--- config.mk ---
export PLATFORM = sky130hd
export DESIGN_NAME = pci_bar_window_allocator_unit
export DESIGN_NICKNAME = d
export VERILOG_FILES = /design/src/rtl/core/pbwa_pkg.sv /design/src/rtl/core/pbwa_ctrl.sv /design/src/rtl/core/pbwa_dp.sv /design/src/rtl/core/pci_bar_window_allocator_unit.sv
export SDC_FILE = /design/constraint.sdc
export NUM_CORES = 2
export LEC_CHECK = 0
export ABC_AREA = 1
export ABC_CLOCK_PERIOD_IN_PS = 17830
export BUFFER_PORTS_ARGS = -buffer_cell sky130_fd_sc_hd__buf_4
export CORE_UTILIZATION = 55
export CTS_CLUSTER_DIAMETER = 200
export DETAILED_ROUTE_END_ITERATION = 12
export MAX_ROUTING_LAYER = met4
export PLACE_DENSITY_LB_ADDON = 0.2
export SLEW_MARGIN = 40
export SYNTH_ARGS = -nofsm -noshare
export SYNTH_HDL_FRONTEND = slang
export SYNTH_SLANG_ARGS = --single-unit
--- constraint.sdc ---
create_clock -name clock -period 17.83 [get_ports clock]
set_input_delay 1.783 -clock clock [delete_from_list [all_inputs] [get_ports clock]]
set_output_delay 1.783 -clock clock [all_outputs]
set_load 0.005 [all_outputs]
--- src/rtl/core/pbwa_pkg.sv ---
// Shared types and constants of the PCI BAR window allocator.
// Used by the controller, the datapath and the top level; depends on nothing.
package pbwa_pkg;

   localparam int unsigned ADDR_W     = 64;
   localparam int unsigned CSR_DATA_W = 64;
   localparam int unsigned CSR_ADDR_W = 6;

   // Request kinds.
   localparam logic [1:0] REQ_INIT  = 2'd0;
   localparam logic [1:0] REQ_BAR   = 2'd1;
   localparam logic [1:0] REQ_ROM   = 2'd2;
   localparam logic [1:0] REQ_ALIGN = 2'd3;

   // Result status codes.
   localparam logic [1:0] ST_OK     = 2'd0;
   localparam logic [1:0] ST_ABSENT = 2'd1;
   localparam logic [1:0] ST_NOROOM = 2'd2;
   localparam logic [1:0] ST_HIGH   = 2'd3;

   // Window codes.
   localparam logic [1:0] WIN_IO   = 2'd0;
   localparam logic [1:0] WIN_MEM  = 2'd1;
   localparam logic [1:0] WIN_PREF = 2'd2;
   localparam logic [1:0] WIN_NONE = 2'd3;

   // Register indexes (byte address is eight times the index).
   localparam logic [2:0] CSR_IO_START    = 3'd0;
   localparam logic [2:0] CSR_IO_SIZE     = 3'd1;
   localparam logic [2:0] CSR_MEM_START   = 3'd2;
   localparam logic [2:0] CSR_MEM_SIZE    = 3'd3;
   localparam logic [2:0] CSR_PREF_START  = 3'd4;
   localparam logic [2:0] CSR_PREF_SIZE   = 3'd5;
   localparam logic [2:0] CSR_BRIDGE_LOG2 = 3'd6;

   localparam logic [4:0]        BRIDGE_LOG2_RESET = 5'd20;
   localparam logic [ADDR_W-1:0] ADDR_FLOOR        = 64'h0000_0000_0000_1000;
   localparam logic [ADDR_W-1:0] ALL_ONES          = 64'hFFFF_FFFF_FFFF_FFFF;
   localparam logic [31:0]       WORD_ONES         = 32'hFFFF_FFFF;
   localparam logic [31:0]       IO_SIZE_MASK      = 32'hFFFF_FFFC;
   localparam logic [31:0]       MEM_SIZE_MASK     = 32'hFFFF_FFF0;
   localparam logic [31:0]       ROM_SIZE_MASK     = 32'hFFFF_FFFE;

   typedef struct packed {
      logic [1:0]  req_type;
      logic [31:0] response_low;
      logic [31:0] response_high;
      logic [1:0]  window_select;
   } req_item_type;

   typedef struct packed {
      logic [1:0]        status;
      logic [ADDR_W-1:0] address;
      logic [1:0]        window_used;
      logic              is_64bit;
      logic [ADDR_W-1:0] region_size;
      logic              enable_io;
      logic              enable_mem;
   } rsp_item_type;

   typedef struct packed {
      logic [ADDR_W-1:0] io_window_start;
      logic [ADDR_W-1:0] io_window_size;
      logic [ADDR_W-1:0] mem_window_start;
      logic [ADDR_W-1:0] mem_window_size;
      logic [ADDR_W-1:0] pref_window_start;
      logic [ADDR_W-1:0] pref_window_size;
      logic [4:0]        bridge_align_log2;
   } cfg_type;

   typedef enum logic [2:0] {
      S_IDLE,
      S_DECODE,
      S_ROUND,
      S_ALIGN,
      S_OFFSET,
      S_ROOM,
      S_FIT,
      S_FINISH
   } ctrl_state_type;

   typedef struct packed {
      logic load;
      logic decode;
      logic round;
      logic align;
      logic offset;
      logic room;
      logic fit;
      logic finish;
   } dp_cmd_type;

   typedef struct packed {
      logic early_done;
      logic align_only;
   } dp_stat_type;

endpackage

--- src/rtl/core/pbwa_ctrl.sv ---
// Sequencer of the PCI BAR window allocator: steps one request through the datapath.
// Depends on pbwa_pkg for the state, command and status types.
module pbwa_ctrl
   import pbwa_pkg::*;
(
   input  logic        clock,
   input  logic        reset,
   input  logic        req_valid,
   output logic        req_ready,
   output logic        rsp_valid,
   input  logic        rsp_ready,
   input  dp_stat_type dp_stat,
   output dp_cmd_type  dp_cmd
);

   ctrl_state_type state_ff, state_in;
   logic           rsp_valid_ff, rsp_valid_in;
   logic           out_free;

   // The result register can take a new beat when empty or being emptied.
   assign out_free = !rsp_valid_ff || rsp_ready;

   always_comb begin
      state_in = state_ff;
      unique case (state_ff)
         S_IDLE: begin
            if (req_valid) state_in = S_DECODE;
         end
         S_DECODE: begin
            state_in = dp_stat.early_done ? S_FINISH : S_ROUND;
         end
         S_ROUND:  state_in = S_ALIGN;
         S_ALIGN: begin
            state_in = dp_stat.align_only ? S_FINISH : S_OFFSET;
         end
         S_OFFSET: state_in = S_ROOM;
         S_ROOM:   state_in = S_FIT;
         S_FIT:    state_in = S_FINISH;
         S_FINISH: begin
            if (out_free) state_in = S_IDLE;
         end
         default:  state_in = S_IDLE;
      endcase
   end

   always_comb begin
      req_ready     = (state_ff == S_IDLE);
      dp_cmd.load   = (state_ff == S_IDLE) && req_valid;
      dp_cmd.decode = (state_ff == S_DECODE);
      dp_cmd.round  = (state_ff == S_ROUND);
      dp_cmd.align  = (state_ff == S_ALIGN);
      dp_cmd.offset = (state_ff == S_OFFSET);
      dp_cmd.room   = (state_ff == S_ROOM);
      dp_cmd.fit    = (state_ff == S_FIT);
      dp_cmd.finish = (state_ff == S_FINISH) && out_free;
   end

   always_comb begin
      rsp_valid_in = rsp_valid_ff;
      priority if (dp_cmd.finish) begin
         rsp_valid_in = 1'b1;
      end else if (rsp_ready) begin
         rsp_valid_in = 1'b0;
      end
   end

   always_ff @(posedge clock) begin
      if (reset) begin
         state_ff     <= S_IDLE;
         rsp_valid_ff <= 1'b0;
      end else begin
         state_ff     <= state_in;
         rsp_valid_ff <= rsp_valid_in;
      end
   end

   assign rsp_valid = rsp_valid_ff;

endmodule

--- src/rtl/core/pbwa_dp.sv ---
// Datapath of the PCI BAR window allocator: decode, cursors, align and room checks.
// Depends on pbwa_pkg; driven step by step by pbwa_ctrl.
module pbwa_dp
   import pbwa_pkg::*;
(
   input  logic         clock,
   input  logic         reset,
   input  cfg_type      cfg,
   input  dp_cmd_type   dp_cmd,
   input  req_item_type req_payload,
   output dp_stat_type  dp_stat,
   output rsp_item_type rsp_payload
);

   req_item_type      req_ff;
   logic [ADDR_W-1:0] io_cursor_ff, mem_cursor_ff, pref_cursor_ff;

   logic [ADDR_W-1:0] size_ff, cur_ff, start_ff, wsize_ff;
   logic [1:0]        win_ff, early_status_ff;
   logic              wide_ff, en_io_ff, en_mem_ff, early_ff;

   logic [ADDR_W-1:0] orv_ff, a_ff, off_ff, rem_ff, end_addr_ff;
   logic              wrap_ff, below_ff, over_ff, big_ff, carry_ff;

   rsp_item_type      rsp_ff;

   // Decode signals.
   logic [31:0]       lo, hi;
   logic              d_wide;
   logic [ADDR_W-1:0] d_op, d_neg, d_bar_size, d_bridge_al;
   logic [ADDR_W-1:0] d_size, d_cur, d_start, d_wsize;
   logic [1:0]        d_win, d_status;
   logic              d_en_io, d_en_mem, d_early;

   // Step results.
   logic [ADDR_W:0]   diff_off, diff_rem, sum_end;

   // Finish signals.
   logic [1:0]        f_status;
   logic [ADDR_W-1:0] f_addr, f_cursor;
   logic              f_update;

   assign lo = req_ff.response_low;
   assign hi = req_ff.response_high;

   assign d_wide      = !lo[0] && (lo[2:1] == 2'b10);
   assign d_bridge_al = ADDR_W'(1) << cfg.bridge_align_log2;

   // One negation serves all size decodes; 32-bit sizes keep the low word only.
   always_comb begin
      unique case (req_ff.req_type)
         REQ_BAR: begin
            priority if (lo[0]) begin
               d_op = {32'd0, lo & IO_SIZE_MASK};
            end else if (d_wide) begin
               d_op = {hi, lo & MEM_SIZE_MASK};
            end else begin
               d_op = {32'd0, lo & MEM_SIZE_MASK};
            end
         end
         REQ_ROM: d_op = {32'd0, lo & ROM_SIZE_MASK};
         default: d_op = '0;
      endcase
   end

   assign d_neg      = ADDR_W'(0) - d_op;
   assign d_bar_size = d_wide ? d_neg : {32'd0, d_neg[31:0]};

   always_comb begin
      d_size   = '0;
      d_win    = WIN_IO;
      d_en_io  = 1'b0;
      d_en_mem = 1'b0;
      d_early  = 1'b1;
      d_status = ST_OK;
      unique case (req_ff.req_type)
         REQ_INIT: begin
            d_early = 1'b1;
         end
         REQ_BAR: begin
            if (lo == 32'd0 || lo == WORD_ONES || d_op == '0) begin
               d_status = ST_ABSENT;
            end else begin
               d_size   = d_bar_size;
               d_en_io  = lo[0];
               d_en_mem = !lo[0];
               priority if (lo[0]) begin
                  d_win = WIN_IO;
               end else if (lo[3] && cfg.pref_window_size != '0 &&
                            (d_wide || pref_cursor_ff[63:32] == 32'd0)) begin
                  d_win = WIN_PREF;
               end else begin
                  d_win = WIN_MEM;
               end
            end
         end
         REQ_ROM: begin
            if (d_op == '0) begin
               d_status = ST_ABSENT;
            end else begin
               d_size   = {32'd0, d_neg[31:0]};
               d_win    = WIN_MEM;
               d_en_mem = 1'b1;
            end
         end
         default: begin
            if (req_ff.window_select == WIN_NONE) begin
               d_status = ST_ABSENT;
            end else begin
               d_win  = req_ff.window_select;
               d_size = (req_ff.window_select == WIN_IO) ? ADDR_FLOOR : d_bridge_al;
            end
         end
      endcase

      unique case (d_win)
         WIN_IO: begin
            d_cur   = io_cursor_ff;
            d_start = cfg.io_window_start;
            d_wsize = cfg.io_window_size;
         end
         WIN_MEM: begin
            d_cur   = mem_cursor_ff;
            d_start = cfg.mem_window_start;
            d_wsize = cfg.mem_window_size;
         end
         default: begin
            d_cur   = pref_cursor_ff;
            d_start = cfg.pref_window_start;
            d_wsize = cfg.pref_window_size;
         end
      endcase

      // A selected window of size zero counts as missing.
      if (req_ff.req_type != REQ_INIT && d_status == ST_OK) begin
         if (d_wsize == '0) begin
            d_status = ST_ABSENT;
            if (req_ff.req_type == REQ_ALIGN) begin
               d_win  = WIN_IO;
               d_size = '0;
            end
         end else begin
            d_early = 1'b0;
         end
      end
   end

   assign dp_stat.early_done = d_early;
   assign dp_stat.align_only = (req_ff.req_type == REQ_ALIGN);

   assign diff_off = {1'b0, a_ff} - {1'b0, start_ff};
   assign diff_rem = {1'b0, wsize_ff} - {1'b0, off_ff};
   assign sum_end  = {1'b0, a_ff} + {1'b0, size_ff};

   // Result selection and cursor update.
   always_comb begin
      f_status = ST_OK;
      f_update = 1'b0;
      f_cursor = end_addr_ff;
      priority if (early_ff) begin
         f_status = early_status_ff;
      end else if (req_ff.req_type == REQ_ALIGN) begin
         f_status = wrap_ff ? ST_NOROOM : ST_OK;
         f_cursor = a_ff;
         f_update = !wrap_ff;
      end else begin
         priority if (wrap_ff || below_ff || over_ff || big_ff || carry_ff) begin
            f_status = ST_NOROOM;
         end else if (a_ff[63:32] != 32'd0 && !wide_ff) begin
            f_status = ST_HIGH;
         end else begin
            f_status = ST_OK;
            f_update = 1'b1;
         end
      end
      priority if (f_status != ST_OK) begin
         f_addr = ALL_ONES;
      end else if (early_ff) begin
         f_addr = '0;
      end else begin
         f_addr = a_ff;
      end
   end

   always_ff @(posedge clock) begin
      if (dp_cmd.load) req_ff <= req_payload;
      if (dp_cmd.decode) begin
         size_ff         <= d_size;
         win_ff          <= d_win;
         // A present BAR keeps its width even when its window is missing.
         wide_ff         <= (req_ff.req_type == REQ_BAR) &&
                            !(lo == 32'd0 || lo == WORD_ONES || d_op == '0) && d_wide;
         en_io_ff        <= d_en_io;
         en_mem_ff       <= d_en_mem;
         early_ff        <= d_early;
         early_status_ff <= d_status;
         cur_ff          <= d_cur;
         start_ff        <= d_start;
         wsize_ff        <= d_wsize;
      end
      if (dp_cmd.round) orv_ff <= (cur_ff - ADDR_W'(1)) | (size_ff - ADDR_W'(1));
      if (dp_cmd.align) begin
         a_ff    <= orv_ff + ADDR_W'(1);
         wrap_ff <= (cur_ff != '0) && (orv_ff == ALL_ONES);
      end
      if (dp_cmd.offset) begin
         off_ff   <= diff_off[ADDR_W-1:0];
         below_ff <= diff_off[ADDR_W];
      end
      if (dp_cmd.room) begin
         rem_ff  <= diff_rem[ADDR_W-1:0];
         over_ff <= diff_rem[ADDR_W];
      end
      if (dp_cmd.fit) begin
         big_ff      <= size_ff > rem_ff;
         end_addr_ff <= sum_end[ADDR_W-1:0];
         carry_ff    <= sum_end[ADDR_W];
      end
      if (dp_cmd.finish) begin
         rsp_ff.status      <= f_status;
         rsp_ff.address     <= f_addr;
         rsp_ff.window_used <= win_ff;
         rsp_ff.is_64bit    <= wide_ff;
         rsp_ff.region_size <= size_ff;
         rsp_ff.enable_io   <= en_io_ff;
         rsp_ff.enable_mem  <= en_mem_ff;
      end
   end

   // Cursors: init loads every cursor from its window start with a 4 KiB floor.
   always_ff @(posedge clock) begin
      if (reset) begin
         io_cursor_ff   <= '0;
         mem_cursor_ff  <= '0;
         pref_cursor_ff <= '0;
      end else if (dp_cmd.finish) begin
         if (early_ff && req_ff.req_type == REQ_INIT) begin
            io_cursor_ff   <= (cfg.io_window_start < ADDR_FLOOR) ?
                              ADDR_FLOOR : cfg.io_window_start;
            mem_cursor_ff  <= (cfg.mem_window_start < ADDR_FLOOR) ?
                              ADDR_FLOOR : cfg.mem_window_start;
            pref_cursor_ff <= (cfg.pref_window_start < ADDR_FLOOR) ?
                              ADDR_FLOOR : cfg.pref_window_start;
         end else if (f_update) begin
            unique case (win_ff)
               WIN_IO:   io_cursor_ff   <= f_cursor;
               WIN_MEM:  mem_cursor_ff  <= f_cursor;
               WIN_PREF: pref_cursor_ff <= f_cursor;
               default:  ;
            endcase
         end
      end
   end

   assign rsp_payload = rsp_ff;

endmodule

--- src/rtl/core/pci_bar_window_allocator_unit.sv ---
// Top level of the PCI BAR window allocator: register file, sequencer and datapath.
// Depends on pbwa_pkg, pbwa_ctrl and pbwa_dp.
// Steps from input beat to result beat: decode and finish for init or an early failure,
// also round and align for an align request, and also offset, room and fit for a BAR or
// ROM allocation, on one shared 64-bit add/compare datapath; new beats wait for idle.
// Reset (synchronous) empties the result register, zeroes all cursors and registers, and
// sets bridge_align_log2 to 20.
module pci_bar_window_allocator_unit
   import pbwa_pkg::*;
(
   input  logic                  clock,
   input  logic                  reset,
   // Request channel.
   input  logic                  req_valid,
   output logic                  req_ready,
   input  req_item_type          req_payload,
   // Result channel.
   output logic                  rsp_valid,
   input  logic                  rsp_ready,
   output rsp_item_type          rsp_payload,
   // Register port.
   input  logic                  psel,
   input  logic                  penable,
   input  logic                  pwrite,
   input  logic [CSR_ADDR_W-1:0] paddr,
   input  logic [CSR_DATA_W-1:0] pwdata,
   output logic [CSR_DATA_W-1:0] prdata,
   output logic                  pready
);

   cfg_type     cfg_ff;
   logic        csr_write;
   logic [2:0]  csr_index;
   dp_cmd_type  dp_cmd;
   dp_stat_type dp_stat;

   // The window registers are 64 bits wide, so each register occupies an 8-byte slot.
   // The port never stalls, and a write lands at the edge that ends its access phase.
   assign pready    = 1'b1;
   assign csr_write = psel && penable && pwrite;
   assign csr_index = paddr[5:3];

   always_ff @(posedge clock) begin
      if (reset) begin
         cfg_ff.io_window_start   <= '0;
         cfg_ff.io_window_size    <= '0;
         cfg_ff.mem_window_start  <= '0;
         cfg_ff.mem_window_size   <= '0;
         cfg_ff.pref_window_start <= '0;
         cfg_ff.pref_window_size  <= '0;
         cfg_ff.bridge_align_log2 <= BRIDGE_LOG2_RESET;
      end else if (csr_write) begin
         unique case (csr_index)
            CSR_IO_START:    cfg_ff.io_window_start   <= pwdata;
            CSR_IO_SIZE:     cfg_ff.io_window_size    <= pwdata;
            CSR_MEM_START:   cfg_ff.mem_window_start  <= pwdata;
            CSR_MEM_SIZE:    cfg_ff.mem_window_size   <= pwdata;
            CSR_PREF_START:  cfg_ff.pref_window_start <= pwdata;
            CSR_PREF_SIZE:   cfg_ff.pref_window_size  <= pwdata;
            CSR_BRIDGE_LOG2: cfg_ff.bridge_align_log2 <= pwdata[4:0];
            default:         ;
         endcase
      end
   end

   // Reads return the stored value; the unused slot reads as zero.
   always_comb begin
      unique case (csr_index)
         CSR_IO_START:    prdata = cfg_ff.io_window_start;
         CSR_IO_SIZE:     prdata = cfg_ff.io_window_size;
         CSR_MEM_START:   prdata = cfg_ff.mem_window_start;
         CSR_MEM_SIZE:    prdata = cfg_ff.mem_window_size;
         CSR_PREF_START:  prdata = cfg_ff.pref_window_start;
         CSR_PREF_SIZE:   prdata = cfg_ff.pref_window_size;
         CSR_BRIDGE_LOG2: prdata = {59'd0, cfg_ff.bridge_align_log2};
         default:         prdata = '0;
      endcase
   end

   // The sequencer accepts a beat only when idle, then walks the datapath through
   // decode, round, align and the room checks. The finished result sits in an output
   // register, so a new beat is accepted while the previous one waits to be taken.
   pbwa_ctrl u_ctrl (
      .clock     (clock),
      .reset     (reset),
      .req_valid (req_valid),
      .req_ready (req_ready),
      .rsp_valid (rsp_valid),
      .rsp_ready (rsp_ready),
      .dp_stat   (dp_stat),
      .dp_cmd    (dp_cmd)
   );

   pbwa_dp u_dp (
      .clock       (clock),
      .reset       (reset),
      .cfg         (cfg_ff),
      .dp_cmd      (dp_cmd),
      .req_payload (req_payload),
      .dp_stat     (dp_stat),
      .rsp_payload (rsp_payload)
   );

endmodule
==> flow_summary.yaml <==
synth:
  synth-simple-area-share_pct: 17.9
  syn-cell-area_mm2: 0.0738
  synth-edff-count: 791
  syn_area_per_cell_um2: 8.26
  muxShareOfSynthArea_pct: 0
  ys_ff_latch: 1376
  synth_cell_types: 67
  synth_nets: 9346
  synth_top_family_by_area: "simple AND/OR/NAND/NOR gates"
  synthCells: 8934
  synthAdderAreaFrac_pct: 4.56
  synth_top_cell_by_area: "edfxtp_1"
  yosys_warnings: 0
  yosys.area_share.xor_xnor_pct: 3.96
  yosys-top-cells-area: "edfxtp_1 (32%), dfxtp_1 (16%), nand2_1 (6.4%), o21ai_0 (6.1%), inv_1 (5.8%)"
  ys.flop_type: "edfxtp_1"
  async_flop_share_pct: 0
  ys_seq_area_share_pct: 48.0
  synth_compound_area_share_pct: 17.4
  synth.top_cell.area_share_pct: 32.2
min_path:
  min_from: "u_dp.en_mem_ff"
  min_path_cells: 0
  hold_end: "u_dp.rsp_payload[0]"
  hold_class: "register to register"
global_routing:
  grtUsageMet2_pct: 53.6
  busiest_layer: "met1"
  grt_use_met3_pct: 8.02
  use_met1_pct: 56.2
  grt_overflow: 0
  grt_pass1_vias: 60400
  grt_max_degree: 262
  globalRouteTotalUtil_pct: 38.4
  antenna_found_initial: 3
  grt_pass1_wl_um: 378000
setup_path:
  crit_family: "simple AND/OR/NAND/NOR gates"
  cp-start-kind: "register"
  crit-reg2reg-launch: "u_dp.req_ff[66]"
  critical_path_required_ns: 18.46
  worstSetupPathType: "register to register"
  crit_top_cell: "nand2_1"
  critPathArrivalTime_ns: 7.96
  rr_worst_depth: 29
  cpPeakStageDelay_ns: 0.70
  crit_path_end_kind: "register"
  path_max_fanout: 41
  ff2ff_setup_slack_ns: 10.50
  path_buf_inv: 5
  cpMaxStageDelayCell: "nor2_4"
  r2r-end: "u_dp.size_ff[16]"
placed_design:
  place_hpwl_um: 194000
  place_congestion: 1.04
  dp_cells: 10700
  io_buffers: 342
  dpl-instance-area_mm2: 0.0778
clock_network:
  tritoncts: "yes"
  clk_pin_slew_ns: 0.06
  hold_buffers: 0
  clock_path_buffers: 3
  clk_latency_ns: 0.81
  htree_levels: 4
  cts_buffers: 150
  cts_sinks: 1376
  clock-root-buffer: "clkbuf_16"
  postCtsSetupRepairBufs: 0
  cts_resized: 0
route:
  wirelength_um: 260000
  first_iter_violations: 8996
  drc_errors: 0
  via_count: 66600
  vias_per_cell: 6.06
  post_drt_wl_per_cell_um: 23.7
  ant_nets: 0
  dr.pass1.iters: 9
layout:
  layout_common_cells: "nand2_1 (1253), inv_1 (1138), nor2_1 (1092)"
  nNetsFinal: 9514
  top_register: "cfg_ff"
  mostFrequentLayoutCell: "nand2_1"
  fin_area_mm2: 0.0829
  stdcell_count: 11000
  largest_register_ffs: 389
  area_growth_syn_to_layout_pct: 12.2
  fillers: 11700
  drive_gt1_share_pct: 7.82
die:
  rows: 134
  coreArea_mm2: 0.133
  io_pins: 347
  die_area_mm2: 0.136
  die_h_um: 368
  fp.dieW_um: 368
  start_util_pct: 55.4
sta:
  finalCriticalPeriod_ns: 7.33
  fmax_mhz: 136
  skew_ns: 0.0369
  final.setup.tns_ns: 0
  worstMarginPinSlew_ns: 0.931
  finalSetupViolations: 0
  slew_headroom_pct: 37.7
  min_period_over_period_pct: 41.1
  hold_viol: 0
  slew_violations: 0
  rsz0062_at_grt: "no"
power_and_ir_drop:
  leakagePower_nw: 32.6
  p_per_area_mw_per_mm2: 116
  ir_worst_vdd_mv: 0.0825
run:
  cap_violations: 0
run_status:
  status: "finished clean"
[worst reg2reg max path, delay by kind of cell (launching register included)]
kind | cells | cell delay, ns
AO/OA/AOI/OAI | 1 | 0.12
buffers and inverters | 5 | 1.48
flip-flops | 1 | 0.39
adder cells (fa/ha/maj) | 2 | 0.82
AND/OR/NAND/NOR | 21 | 4.38
[metal layers]
| metal | up-vias | share of wire (%) |
|---|---|---|
| met5 | - | 0 |
| met4 | 0 | 2.9 |
| met3 | 465 | 13 |
| met2 | 3946 | 41 |
| met1 | 31300 | 43 |
| li1 | 31000 | - |
[logic make-up (layout without fill, tap and decap cells)]
kind of cell               after synthesis  count (layout)
other                                    1               6
buffers and inverters                 1556            1850
xor gates and xnor gates               334             334
and+or+nand+nor                       3137            3137
DFF                                   1376            1376
adders and majority gates              267             267
AOI/OAI and AO/OA                     2263            2263
[worst max-delay path by stage]
stage                             from                 end  depth (start not counted)
CTS                    u_dp.req_ff[66]    u_dp.size_ff[16]                         29
floorplan           u_ctrl.state_ff[1]  u_ctrl.state_ff[2]                          7
finish                 u_dp.req_ff[66]    u_dp.size_ff[16]                         29
detailed placement     u_dp.req_ff[66]    u_dp.size_ff[10]                         29
global route           u_dp.req_ff[66]    u_dp.size_ff[11]                         29
global placement       u_dp.req_ff[66]    u_dp.size_ff[21]                         29
[report_power, final]
part	internal (mW)	total (mW)	switching, mW
clock network	1.78	3.13	1.35
logic	0.711	2.39	1.68
registers	3.78	4.12	0.338
total	6.28	9.64	3.37
[through the flow]
step / setup slack [ns] / utilization [%] / total power [mW] / hold slack (ns)
2_1_floorplan: 5.38 / - / 5.65 / 0.400
3_3_place_gp: 10.76 / 58.2 / 6.43 / 0.410
3_5_place_dp: 10.79 / 58.4 / 6.48 / 0.405
4_1_cts: 10.77 / 62.1 / 9.57 / 0.418
5_1_grt: 10.37 / 62.2 / 9.99 / 0.422
6_report: 10.50 / 62.2 / 9.64 / 0.420
[Yosys cell counts (4+ instances only)]
cell type,instances
nor2_1,1103
inv_1,1142
o21ai_1,28
ha_1,264
nand2_2,6
o211ai_1,97
dfxtp_1,585
buf_1,11
nand2_1,1260
a211oi_1,6
nor3_1,121
nor4_1,75
buf_4,13
a21o_1,13
clkbuf_1,343
a221oi_1,44
nand3b_1,9
edfxtp_1,791
buf_6,16
a31oi_1,60
a21boi_0,23
a21oi_1,791
clkinv_1,6
or4_1,4
nand4_1,143
o21a_1,27
o21ai_0,906
xnor2_1,87
nor2_2,7
nand3_1,367
o22ai_1,42
buf_2,15
xor2_1,247
inv_2,9
o31ai_1,38
or2_2,15
o221ai_1,140
o2111ai_1,27
[area by class of cell]
cell class                      count  area, µm²  share of cell area, %
Antenna cell                        5       12.5                 0.0151
Sequential cell                  1376      35500                   42.8
Multi-Input combinational cell   6002      32600                   39.3
Timing Repair Buffer              414       3290                   3.97
Clock inverter                     59        654                  0.790
Tap cell                         1768       2210                   2.67
Inverter                         1158       4380                   5.29
Clock buffer                      219       4270                   5.15
No activity file was read; power rests on OpenSTA's default activity.
